## src/rtl/ran_pkg.sv

```systemverilog
package ran_pkg;

   localparam int DEF_WORD_BITS = 32;

   // operand widths fixed by the transaction format
   localparam int IN_W   = 32;
   localparam int MAG_IN = 31;
   // raw magnitudes stay below 2^63
   localparam int MAG_W  = 63;
   localparam int DIV_STEPS = MAG_W;
   localparam int CNT_W  = $clog2(DIV_STEPS);

   typedef enum logic [1:0] {
      OP_NORM  = 2'd0,
      OP_MUL   = 2'd1,
      OP_ADD   = 2'd2,
      OP_SCALE = 2'd3
   } op_type;

   typedef enum logic [1:0] {
      ST_OK       = 2'd0,
      ST_ZERO_DEN = 2'd1,
      ST_OVERFLOW = 2'd2
   } status_type;

   typedef enum logic [2:0] {
      S_IDLE,
      S_MUL,
      S_COMBINE,
      S_CHECK,
      S_GCD,
      S_DIVN,
      S_DIVD,
      S_OUT
   } state_type;

endpackage

```

## src/rtl/rational_arith_normalize.sv

```systemverilog
// channel   ports               direction   accepted when
// req       req_valid/req_stall into block  req_valid & !req_stall
// rsp       rsp_valid/rsp_stall out of block rsp_valid & !rsp_stall
//
// one transaction at a time; req_stall is high from acceptance until the result
// is loaded into the output register, which may still hold the previous result
// work per transaction: up to three passes through one 32x32 multiplier, the binary
// gcd (one shift, swap or subtract per cycle) and two 63-step divisions; a zero
// numerator or denominator skips the gcd and the divisions
// synchronous active-high reset clears the sequencer and rsp_valid; no clearing pass
module rational_arith_normalize #(
   parameter int WORD_BITS = ran_pkg::DEF_WORD_BITS
) (
   input  logic                 clock,
   input  logic                 reset,
   input  logic                 req_valid,
   output logic                 req_stall,
   input  ran_pkg::op_type      req_op,
   input  logic                 req_a_neg,
   input  logic signed [31:0]   req_a_num,
   input  logic signed [31:0]   req_a_den,
   input  logic                 req_b_neg,
   input  logic        [30:0]   req_b_num,
   input  logic        [30:0]   req_b_den,
   input  logic signed [31:0]   req_scalar,
   output logic                 rsp_valid,
   input  logic                 rsp_stall,
   output logic                 rsp_res_neg,
   output logic        [30:0]   rsp_res_num,
   output logic        [30:0]   rsp_res_den,
   output ran_pkg::status_type  rsp_status
);
   import ran_pkg::*;

   state_type           state_ff, state_in;
   logic [CNT_W-1:0]    cnt_ff, cnt_in;
   op_type              op_ff, op_in;
   logic                dn_ff, dn_in;
   logic                bn_ff, bn_in;
   logic                num_neg_ff, num_neg_in;
   logic [IN_W-1:0]     nm_ff, nm_in;
   logic [IN_W-1:0]     dm_ff, dm_in;
   logic [IN_W-1:0]     sm_ff, sm_in;
   logic [MAG_IN-1:0]   bnum_ff, bnum_in;
   logic [MAG_IN-1:0]   bden_ff, bden_in;
   logic [MAG_W-1:0]    num_ff, num_in;
   logic [MAG_W-1:0]    den_ff, den_in;
   logic [MAG_W-1:0]    m2_ff, m2_in;
   logic [MAG_W-1:0]    x_ff, x_in;
   logic [MAG_W-1:0]    y_ff, y_in;
   logic [MAG_W-1:0]    g_ff, g_in;
   logic [MAG_W-1:0]    rem_ff, rem_in;
   logic [MAG_W-1:0]    q_ff, q_in;
   logic [MAG_W-1:0]    qn_ff, qn_in;
   status_type          stat_ff, stat_in;
   logic                rsp_valid_ff, rsp_valid_in;
   logic                rsp_neg_ff, rsp_neg_in;
   logic [MAG_IN-1:0]   rsp_num_ff, rsp_num_in;
   logic [MAG_IN-1:0]   rsp_den_ff, rsp_den_in;
   status_type          rsp_stat_ff, rsp_stat_in;

   // shared multiplier
   logic [IN_W-1:0]     mul_a, mul_b;
   logic [2*IN_W-1:0]   prod;
   // shared subtractor
   logic [MAG_W:0]      sub_a, sub_b;
   logic [MAG_W+1:0]    sub_res;
   logic                borrow;

   assign prod    = mul_a * mul_b;
   assign sub_res = {1'b0, sub_a} - {1'b0, sub_b};
   assign borrow  = sub_res[MAG_W+1];

   assign req_stall   = (state_ff != S_IDLE);
   assign rsp_valid   = rsp_valid_ff;
   assign rsp_res_neg = rsp_neg_ff;
   assign rsp_res_num = rsp_num_ff;
   assign rsp_res_den = rsp_den_ff;
   assign rsp_status  = rsp_stat_ff;

   always_comb begin
      logic [IN_W-1:0]  a_mag, d_mag, s_mag;
      logic             a_sgn;
      logic [MAG_W-1:0] q_step;
      logic             ovf;

      state_in     = state_ff;
      cnt_in       = cnt_ff;
      op_in        = op_ff;
      dn_in        = dn_ff;
      bn_in        = bn_ff;
      num_neg_in   = num_neg_ff;
      nm_in        = nm_ff;
      dm_in        = dm_ff;
      sm_in        = sm_ff;
      bnum_in      = bnum_ff;
      bden_in      = bden_ff;
      num_in       = num_ff;
      den_in       = den_ff;
      m2_in        = m2_ff;
      x_in         = x_ff;
      y_in         = y_ff;
      g_in         = g_ff;
      rem_in       = rem_ff;
      q_in         = q_ff;
      qn_in        = qn_ff;
      stat_in      = stat_ff;
      rsp_valid_in = rsp_valid_ff & rsp_stall;
      rsp_neg_in   = rsp_neg_ff;
      rsp_num_in   = rsp_num_ff;
      rsp_den_in   = rsp_den_ff;
      rsp_stat_in  = rsp_stat_ff;

      a_mag  = req_a_num[31] ? (~req_a_num + 32'd1) : req_a_num;
      d_mag  = req_a_den[31] ? (~req_a_den + 32'd1) : req_a_den;
      s_mag  = req_scalar[31] ? (~req_scalar + 32'd1) : req_scalar;
      a_sgn  = req_a_num[31] ^ req_a_neg;
      q_step = {q_ff[MAG_W-2:0], ~borrow};
      ovf    = (|(qn_ff >> (WORD_BITS - 1))) | (|(q_ff >> (WORD_BITS - 1)));

      mul_a = (cnt_ff == '0) ? nm_ff : dm_ff;
      case (cnt_ff[1:0])
         2'd0: begin
            case (op_ff)
               OP_MUL:  mul_b = {1'b0, bnum_ff};
               OP_ADD:  mul_b = {1'b0, bden_ff};
               default: mul_b = sm_ff;
            endcase
         end
         2'd1:    mul_b = {1'b0, bden_ff};
         default: mul_b = {1'b0, bnum_ff};
      endcase

      case (state_ff)
         S_COMBINE: begin
            sub_a = {1'b0, num_ff};
            sub_b = {1'b0, m2_ff};
         end
         S_DIVN, S_DIVD: begin
            sub_a = {rem_ff, q_ff[MAG_W-1]};
            sub_b = {1'b0, g_ff};
         end
         default: begin
            sub_a = {1'b0, x_ff};
            sub_b = {1'b0, y_ff};
         end
      endcase

      case (state_ff)
         S_IDLE: begin
            if (req_valid) begin
               op_in   = req_op;
               dn_in   = req_a_den[31];
               bn_in   = req_b_neg;
               nm_in   = a_mag;
               dm_in   = d_mag;
               sm_in   = s_mag;
               bnum_in = req_b_num;
               bden_in = req_b_den;
               num_in  = {{(MAG_W-IN_W){1'b0}}, a_mag};
               den_in  = {{(MAG_W-IN_W){1'b0}}, d_mag};
               cnt_in  = '0;
               case (req_op)
                  OP_NORM:  num_neg_in = req_a_num[31];
                  OP_MUL:   num_neg_in = a_sgn ^ req_b_neg;
                  OP_ADD:   num_neg_in = a_sgn;
                  default:  num_neg_in = a_sgn ^ req_scalar[31];
               endcase
               state_in = (req_op == OP_NORM) ? S_CHECK : S_MUL;
            end
         end
         S_MUL: begin
            case (cnt_ff[1:0])
               2'd0: begin
                  num_in = prod[MAG_W-1:0];
                  if (op_ff == OP_SCALE) begin
                     state_in = S_CHECK;
                  end else begin
                     cnt_in = cnt_ff + 1'b1;
                  end
               end
               2'd1: begin
                  den_in = prod[MAG_W-1:0];
                  if (op_ff == OP_MUL) begin
                     state_in = S_CHECK;
                  end else begin
                     cnt_in = cnt_ff + 1'b1;
                  end
               end
               default: begin
                  m2_in    = prod[MAG_W-1:0];
                  state_in = S_COMBINE;
               end
            endcase
         end
         S_COMBINE: begin
            // signed sum of the two cross products
            if (num_neg_ff == (dn_ff ^ bn_ff)) begin
               num_in = num_ff + m2_ff;
            end else if (!borrow) begin
               num_in = sub_res[MAG_W-1:0];
            end else begin
               num_in     = m2_ff - num_ff;
               num_neg_in = dn_ff ^ bn_ff;
            end
            state_in = S_CHECK;
         end
         S_CHECK: begin
            stat_in  = ST_OK;
            cnt_in   = '0;
            rem_in   = '0;
            if (den_ff == '0) begin
               stat_in  = ST_ZERO_DEN;
               qn_in    = '0;
               q_in     = '0;
               state_in = S_OUT;
            end else if (num_ff == '0) begin
               // 0/1 with a positive sign: cancel the denominator sign
               qn_in      = '0;
               q_in       = {{(MAG_W-1){1'b0}}, 1'b1};
               num_neg_in = dn_ff;
               state_in   = S_OUT;
            end else begin
               x_in     = num_ff;
               y_in     = den_ff;
               state_in = S_GCD;
            end
         end
         S_GCD: begin
            // binary gcd; common factors of two come off num and den directly
            if (sub_res == '0) begin
               g_in     = x_ff;
               q_in     = num_ff;
               rem_in   = '0;
               cnt_in   = '0;
               state_in = S_DIVN;
            end else if (!x_ff[0] && !y_ff[0]) begin
               x_in   = x_ff >> 1;
               y_in   = y_ff >> 1;
               num_in = num_ff >> 1;
               den_in = den_ff >> 1;
            end else if (!x_ff[0]) begin
               x_in = x_ff >> 1;
            end else if (!y_ff[0]) begin
               y_in = y_ff >> 1;
            end else if (borrow) begin
               x_in = y_ff;
               y_in = x_ff;
            end else begin
               x_in = sub_res[MAG_W-1:0];
            end
         end
         S_DIVN, S_DIVD: begin
            q_in = q_step;
            if (!borrow) begin
               rem_in = sub_res[MAG_W-1:0];
            end else begin
               rem_in = {rem_ff[MAG_W-2:0], q_ff[MAG_W-1]};
            end
            cnt_in = cnt_ff + 1'b1;
            if (cnt_ff == CNT_W'(DIV_STEPS - 1)) begin
               cnt_in = '0;
               if (state_ff == S_DIVN) begin
                  qn_in    = q_step;
                  q_in     = den_ff;
                  rem_in   = '0;
                  state_in = S_DIVD;
               end else begin
                  state_in = S_OUT;
               end
            end
         end
         S_OUT: begin
            if (!rsp_valid_ff || !rsp_stall) begin
               rsp_valid_in = 1'b1;
               if (stat_ff == ST_OK && ovf) begin
                  rsp_stat_in = ST_OVERFLOW;
               end else begin
                  rsp_stat_in = stat_ff;
               end
               if (stat_ff == ST_OK && !ovf) begin
                  rsp_neg_in = num_neg_ff ^ dn_ff;
                  rsp_num_in = qn_ff[MAG_IN-1:0];
                  rsp_den_in = q_ff[MAG_IN-1:0];
               end else begin
                  rsp_neg_in = 1'b0;
                  rsp_num_in = '0;
                  rsp_den_in = '0;
               end
               state_in = S_IDLE;
            end
         end
         default: begin
            state_in = S_IDLE;
         end
      endcase
   end

   always_ff @(posedge clock) begin
      if (reset) begin
         state_ff     <= S_IDLE;
         rsp_valid_ff <= 1'b0;
      end else begin
         state_ff     <= state_in;
         rsp_valid_ff <= rsp_valid_in;
      end
   end

   always_ff @(posedge clock) begin
      cnt_ff      <= cnt_in;
      op_ff       <= op_in;
      dn_ff       <= dn_in;
      bn_ff       <= bn_in;
      num_neg_ff  <= num_neg_in;
      nm_ff       <= nm_in;
      dm_ff       <= dm_in;
      sm_ff       <= sm_in;
      bnum_ff     <= bnum_in;
      bden_ff     <= bden_in;
      num_ff      <= num_in;
      den_ff      <= den_in;
      m2_ff       <= m2_in;
      x_ff        <= x_in;
      y_ff        <= y_in;
      g_ff        <= g_in;
      rem_ff      <= rem_in;
      q_ff        <= q_in;
      qn_ff       <= qn_in;
      stat_ff     <= stat_in;
      rsp_neg_ff  <= rsp_neg_in;
      rsp_num_ff  <= rsp_num_in;
      rsp_den_ff  <= rsp_den_in;
      rsp_stat_ff <= rsp_stat_in;
   end

   a_rsp_from_out: assert property (@(posedge clock) disable iff (reset)
      $rose(rsp_valid) |-> $past(state_ff == S_OUT))
      else $error("result appeared outside the output step");

   a_gcd_nonzero: assert property (@(posedge clock) disable iff (reset)
      state_ff == S_GCD |-> (x_ff != '0 && y_ff != '0))
      else $error("gcd operand reached zero");

   a_rem_below_div: assert property (@(posedge clock) disable iff (reset)
      (state_ff == S_DIVN || state_ff == S_DIVD) |-> rem_ff < g_ff)
      else $error("divider remainder not below divisor");

   a_err_zero_payload: assert property (@(posedge clock) disable iff (reset)
      (rsp_valid && rsp_status != ST_OK) |->
         (!rsp_res_neg && rsp_res_num == '0 && rsp_res_den == '0))
      else $error("error status with nonzero payload");

   a_ok_den_nonzero: assert property (@(posedge clock) disable iff (reset)
      (rsp_valid && rsp_status == ST_OK) |-> rsp_res_den != '0)
      else $error("good result with zero denominator");

endmodule
```

## config.mk

```make
export PLATFORM = sky130hd
export DESIGN_NAME = rational_arith_normalize
export DESIGN_NICKNAME = d
export VERILOG_FILES = /design/src/rtl/ran_pkg.sv /design/src/rtl/rational_arith_normalize.sv
export SDC_FILE = /design/constraint.sdc
export NUM_CORES = 2
export LEC_CHECK = 0
export ABC_AREA = 1
export ABC_CLOCK_PERIOD_IN_PS = 9560
export BUFFER_PORTS_ARGS = -buffer_cell sky130_fd_sc_hd__buf_2
export CORE_MARGIN = 2
export CORE_UTILIZATION = 56
export DETAILED_ROUTE_END_ITERATION = 16
export PLACE_DENSITY = 0.72
export SLEW_MARGIN = 0
export SYNTH_ARGS = -nofsm -noshare
export SYNTH_HDL_FRONTEND = slang
export SYNTH_SLANG_ARGS = --single-unit
```

## constraint.sdc

```tcl
create_clock -name clock -period 9.56 [get_ports clock]
set_input_delay 0.478 -clock clock [delete_from_list [all_inputs] [get_ports clock]]
set_output_delay 0.478 -clock clock [all_outputs]
set_load 0.1 [all_outputs]
```

==> results by group <==
Floorplan
  – Die width: 397.5 µm
  – Core Rows: 144
  – Die ar.: 158000 µm²
  – Core footprint: 153900 µm²
  – Starting Density: 0.5636
  – Ports: 233
  – Die height: 397.5 µm

Logic synthesis
  – Post-synth top area share: 0.2777
  – Prevailing post-synth register cell: edfxtp_1
  – Top cells by area, synth: edfxtp_1 28%, fa_1 21%, nand2_1 9.1%, inv_1 9.0%, ha_1 6.6%
  – Leading area contributor after synthesis: edfxtp_1
  – Netlist cell types: 66
  – EDFF count, synth: 802
  – Post-synthesis register bit count: 806
  – Mapped Area: 86710 µm²
  – Sequential area share after synthesis: 0.2787
  – Async set-or-reset flop fraction in the synthesized netlist: 0
  – Yosys warning count: 0
  – Mean Syn Cell Area: 7.979 µm²
  – Mapped Cells: 10870
  – Syn_nets: 12390

Detailed routing
  – DR pass1 iterations: 8
  – Vias per std cell: 6.168
  – Routed wire length: 362.4 mm
  – WL per Instance: 27.44 µm
  – DRT iter0 DRCs: 11180
  – Routed vias: 81460
  – Drc violations: 0
  – Antenna-violating nets left: 0

STA
  – Final slew viol count: 0
  – # setup viols final: 0
  – Min Tclk post-route: 9347 ps
  – Fmax: 107.0 MHz
  – RSZ-0062 raised after global routing: yes
  – Skew final: 82.65 ps
  – Hold Fails Final Rpt: 0
  – Worst-Margin Slew: 1311 ps
  – Worst relative slew slack: 0.1149
  – Final period util: 0.9777

Global route
  – Number of global-route vias before repair: 81390
  – GRT Util Overall: 0.4555
  – Largest net degree at the start of global routing: 163
  – Grt ovf: 0
  – Antenna violations before repair: 19
  – First-pass GRT wire length: 525.8 mm

Final layout
  – Fin nets: 12590
  – Fraction of layout cells with a size suffix above 1: 0.07277
  – Final non-filler cell area: 95040 µm²
  – Area delta synth->final: 9.600%

Setup path
  – Crit-path most repeated cell: fa_1
  – Largest stage delay, worst path: 560 ps
  – R2r worst-path depth: 35
  – Worst R2R Setup Slack: 210 ps
  – Reg-to-reg endpoint: num_ff[60]
  – Critical path capture point type: flop
  – Crit path launch type: flop
  – Critical Path AT: 9800 ps
  – Worst Setup Path Type: reg -> reg
  – WP buf/inv: 10
  – CP top delay family: adder cells
  – Required time worst endpoint: 10010 ps
  – Max FO, Critical Path: 22
  – Slowest cell on the critical path: fa_1
  – R2R Path Start: cnt_ff[0]

Outcome
  – Outcome: finished clean

Hold path
  – WHS Endpoint: sm_ff[12]
  – Hold Path Class: in -> reg
  – Hold Path Cell Cnt: 2
  – Hold_sp: req_scalar[12]

Clocking
  – Num CTS Buffers: 90
  – Sink Count: 806
  – Root buf cell: clkbuf_16
  – CTS tree: built
  – H-tree depth: 3
  – Clock Path Buffers: 3
  – Clock Pin Slew Worst Setup and Hold Paths: 60 ps
  – Clock Latency Late Sink: 780 ps

Place
  – GPL Wtd Cong: 1.093
  – Buffers on Ports: 232
  – DP HPWL: 290.0 mm
  – Post-place instance area: 91000 µm²

Run
  – MaxCap Viol Count: 0
-- cells by family (layout without fill, tap and decap cells) --
family / Yosys count / in the layout / synth area share
compound gates: 1759 / 1759 / 0.1206
fa+ha+maj: 1352 / 1352 / 0.2728
simple gates: 4166 / 4166 / 0.1941
buf+inv: 2577 / 2854 / 0.1128
flops: 806 / 806 / 0.2787
xor+xnor: 208 / 208 / 0.02101
other cells: 0 / 17 / 0
-- synth_stat cells (95+ instances only) --
library cell and number:
nand2_1 2108, inv_1 2085, nor2_1 1476, fa_1 898, edfxtp_1 802, o21ai_0 558
a21oi_1 495, ha_1 454, clkbuf_1 378, nand3_1 255, o211ai_1 228, xor2_1 141
o21ai_1 102, a221oi_1 101, nand4_1 95
-- through the flow --
| step | utilization | cells | setup slack (ps) | TNS [ps] | hold WS (ps) |
|---|---|---|---|---|---|
| finish | 0.6177 | 13210 | 212.9 | 0 | 52.42 |
| global placement | 0.5914 | 12940 | 315.7 | 0 | 461.9 |
| global route | 0.6175 | 13200 | -19.88 | -29.87 | 50.44 |
| floorplan | - | 10870 | 737.6 | 0 | 450.3 |
| detailed placement | 0.5914 | 12940 | 109.5 | 0 | 467.4 |
| CTS | 0.6154 | 13180 | 29.76 | 0 | 5.852 |
-- cell type report --
class	instances	area [µm²]
clock buffer	99	2307
tap	2044	2557
antenna	17	42.54
fill	13610	58830
timing repair buffer	561	4071
clock inverter	67	678.2
multi-input combinational	7485	53180
inverter	2127	8040
sequential	806	24160
-- placed cells by master (no fill, tap or decap), drive strengths merged, types with 5 or more instances in the layout --
cell type,instances
nor4,67
a211oi,12
nand2,2113
clkbuf,100
a21oi,495
xnor2,67
a221oi,101
nand3,261
nor2,1498
and2,10
diode,17
or2,19
o21bai,31
a21boi,12
dlygate4sd3,70
clkinvlp,18
fa,898
o21a,21
clkinv,54
o211ai,228
bufinv,6
and3,5
nand3b,25
inv,2116
xor2,141
o21ai,661
nor3,67
edfxtp,802
buf,490
a31oi,28
o22ai,24
a22oi,63
nand4,95
o221ai,23
o2111ai,9
ha,454
a21o,34
-- state kept, by name, indices dropped and copies added (netlist names), 32 cells and up --
signal / cells
den_ff: 63
g_ff: 63
m2_ff: 63
num_ff: 63
q_ff: 63
qn_ff: 63
rem_ff: 63
x_ff: 63
y_ff: 63
dm_ff: 32
nm_ff: 32
sm_ff: 32
-- metal layers --
metal / track usage / vias to the layer above / wire length (µm)
li1: - / 35070 / -
met1: 0.5593 / 39220 / 127600
met2: 0.6952 / 5926 / 157800
met3: 0.1326 / 1235 / 46530
met4: 0.3107 / 10 / 30350
met5: 0 / - / 71
-- how the worst max path moves through the flow --
stage               cells after the start    endpoint        start
global route                           35  num_ff[60]    cnt_ff[0]
CTS                                    36  num_ff[60]    cnt_ff[1]
finish                                 35  num_ff[60]    cnt_ff[0]
global placement                       26  num_ff[38]    cnt_ff[0]
floorplan                               6  bden_ff[0]  state_ff[0]
detailed placement                     36  num_ff[60]    cnt_ff[1]
-- timing repair --
item / in CTS / in global routing
resized for setup: 0 / 51
hold buffers: 70 / 0
endpoints found under the setup margin: 0 / 75
endpoints found under the hold margin: 70 / 0
setup buffers: 0 / 13
Power is left out: the tool's default activity adds up to more than one toggle a clock period on the data nets, which glitch-free logic cannot reach.
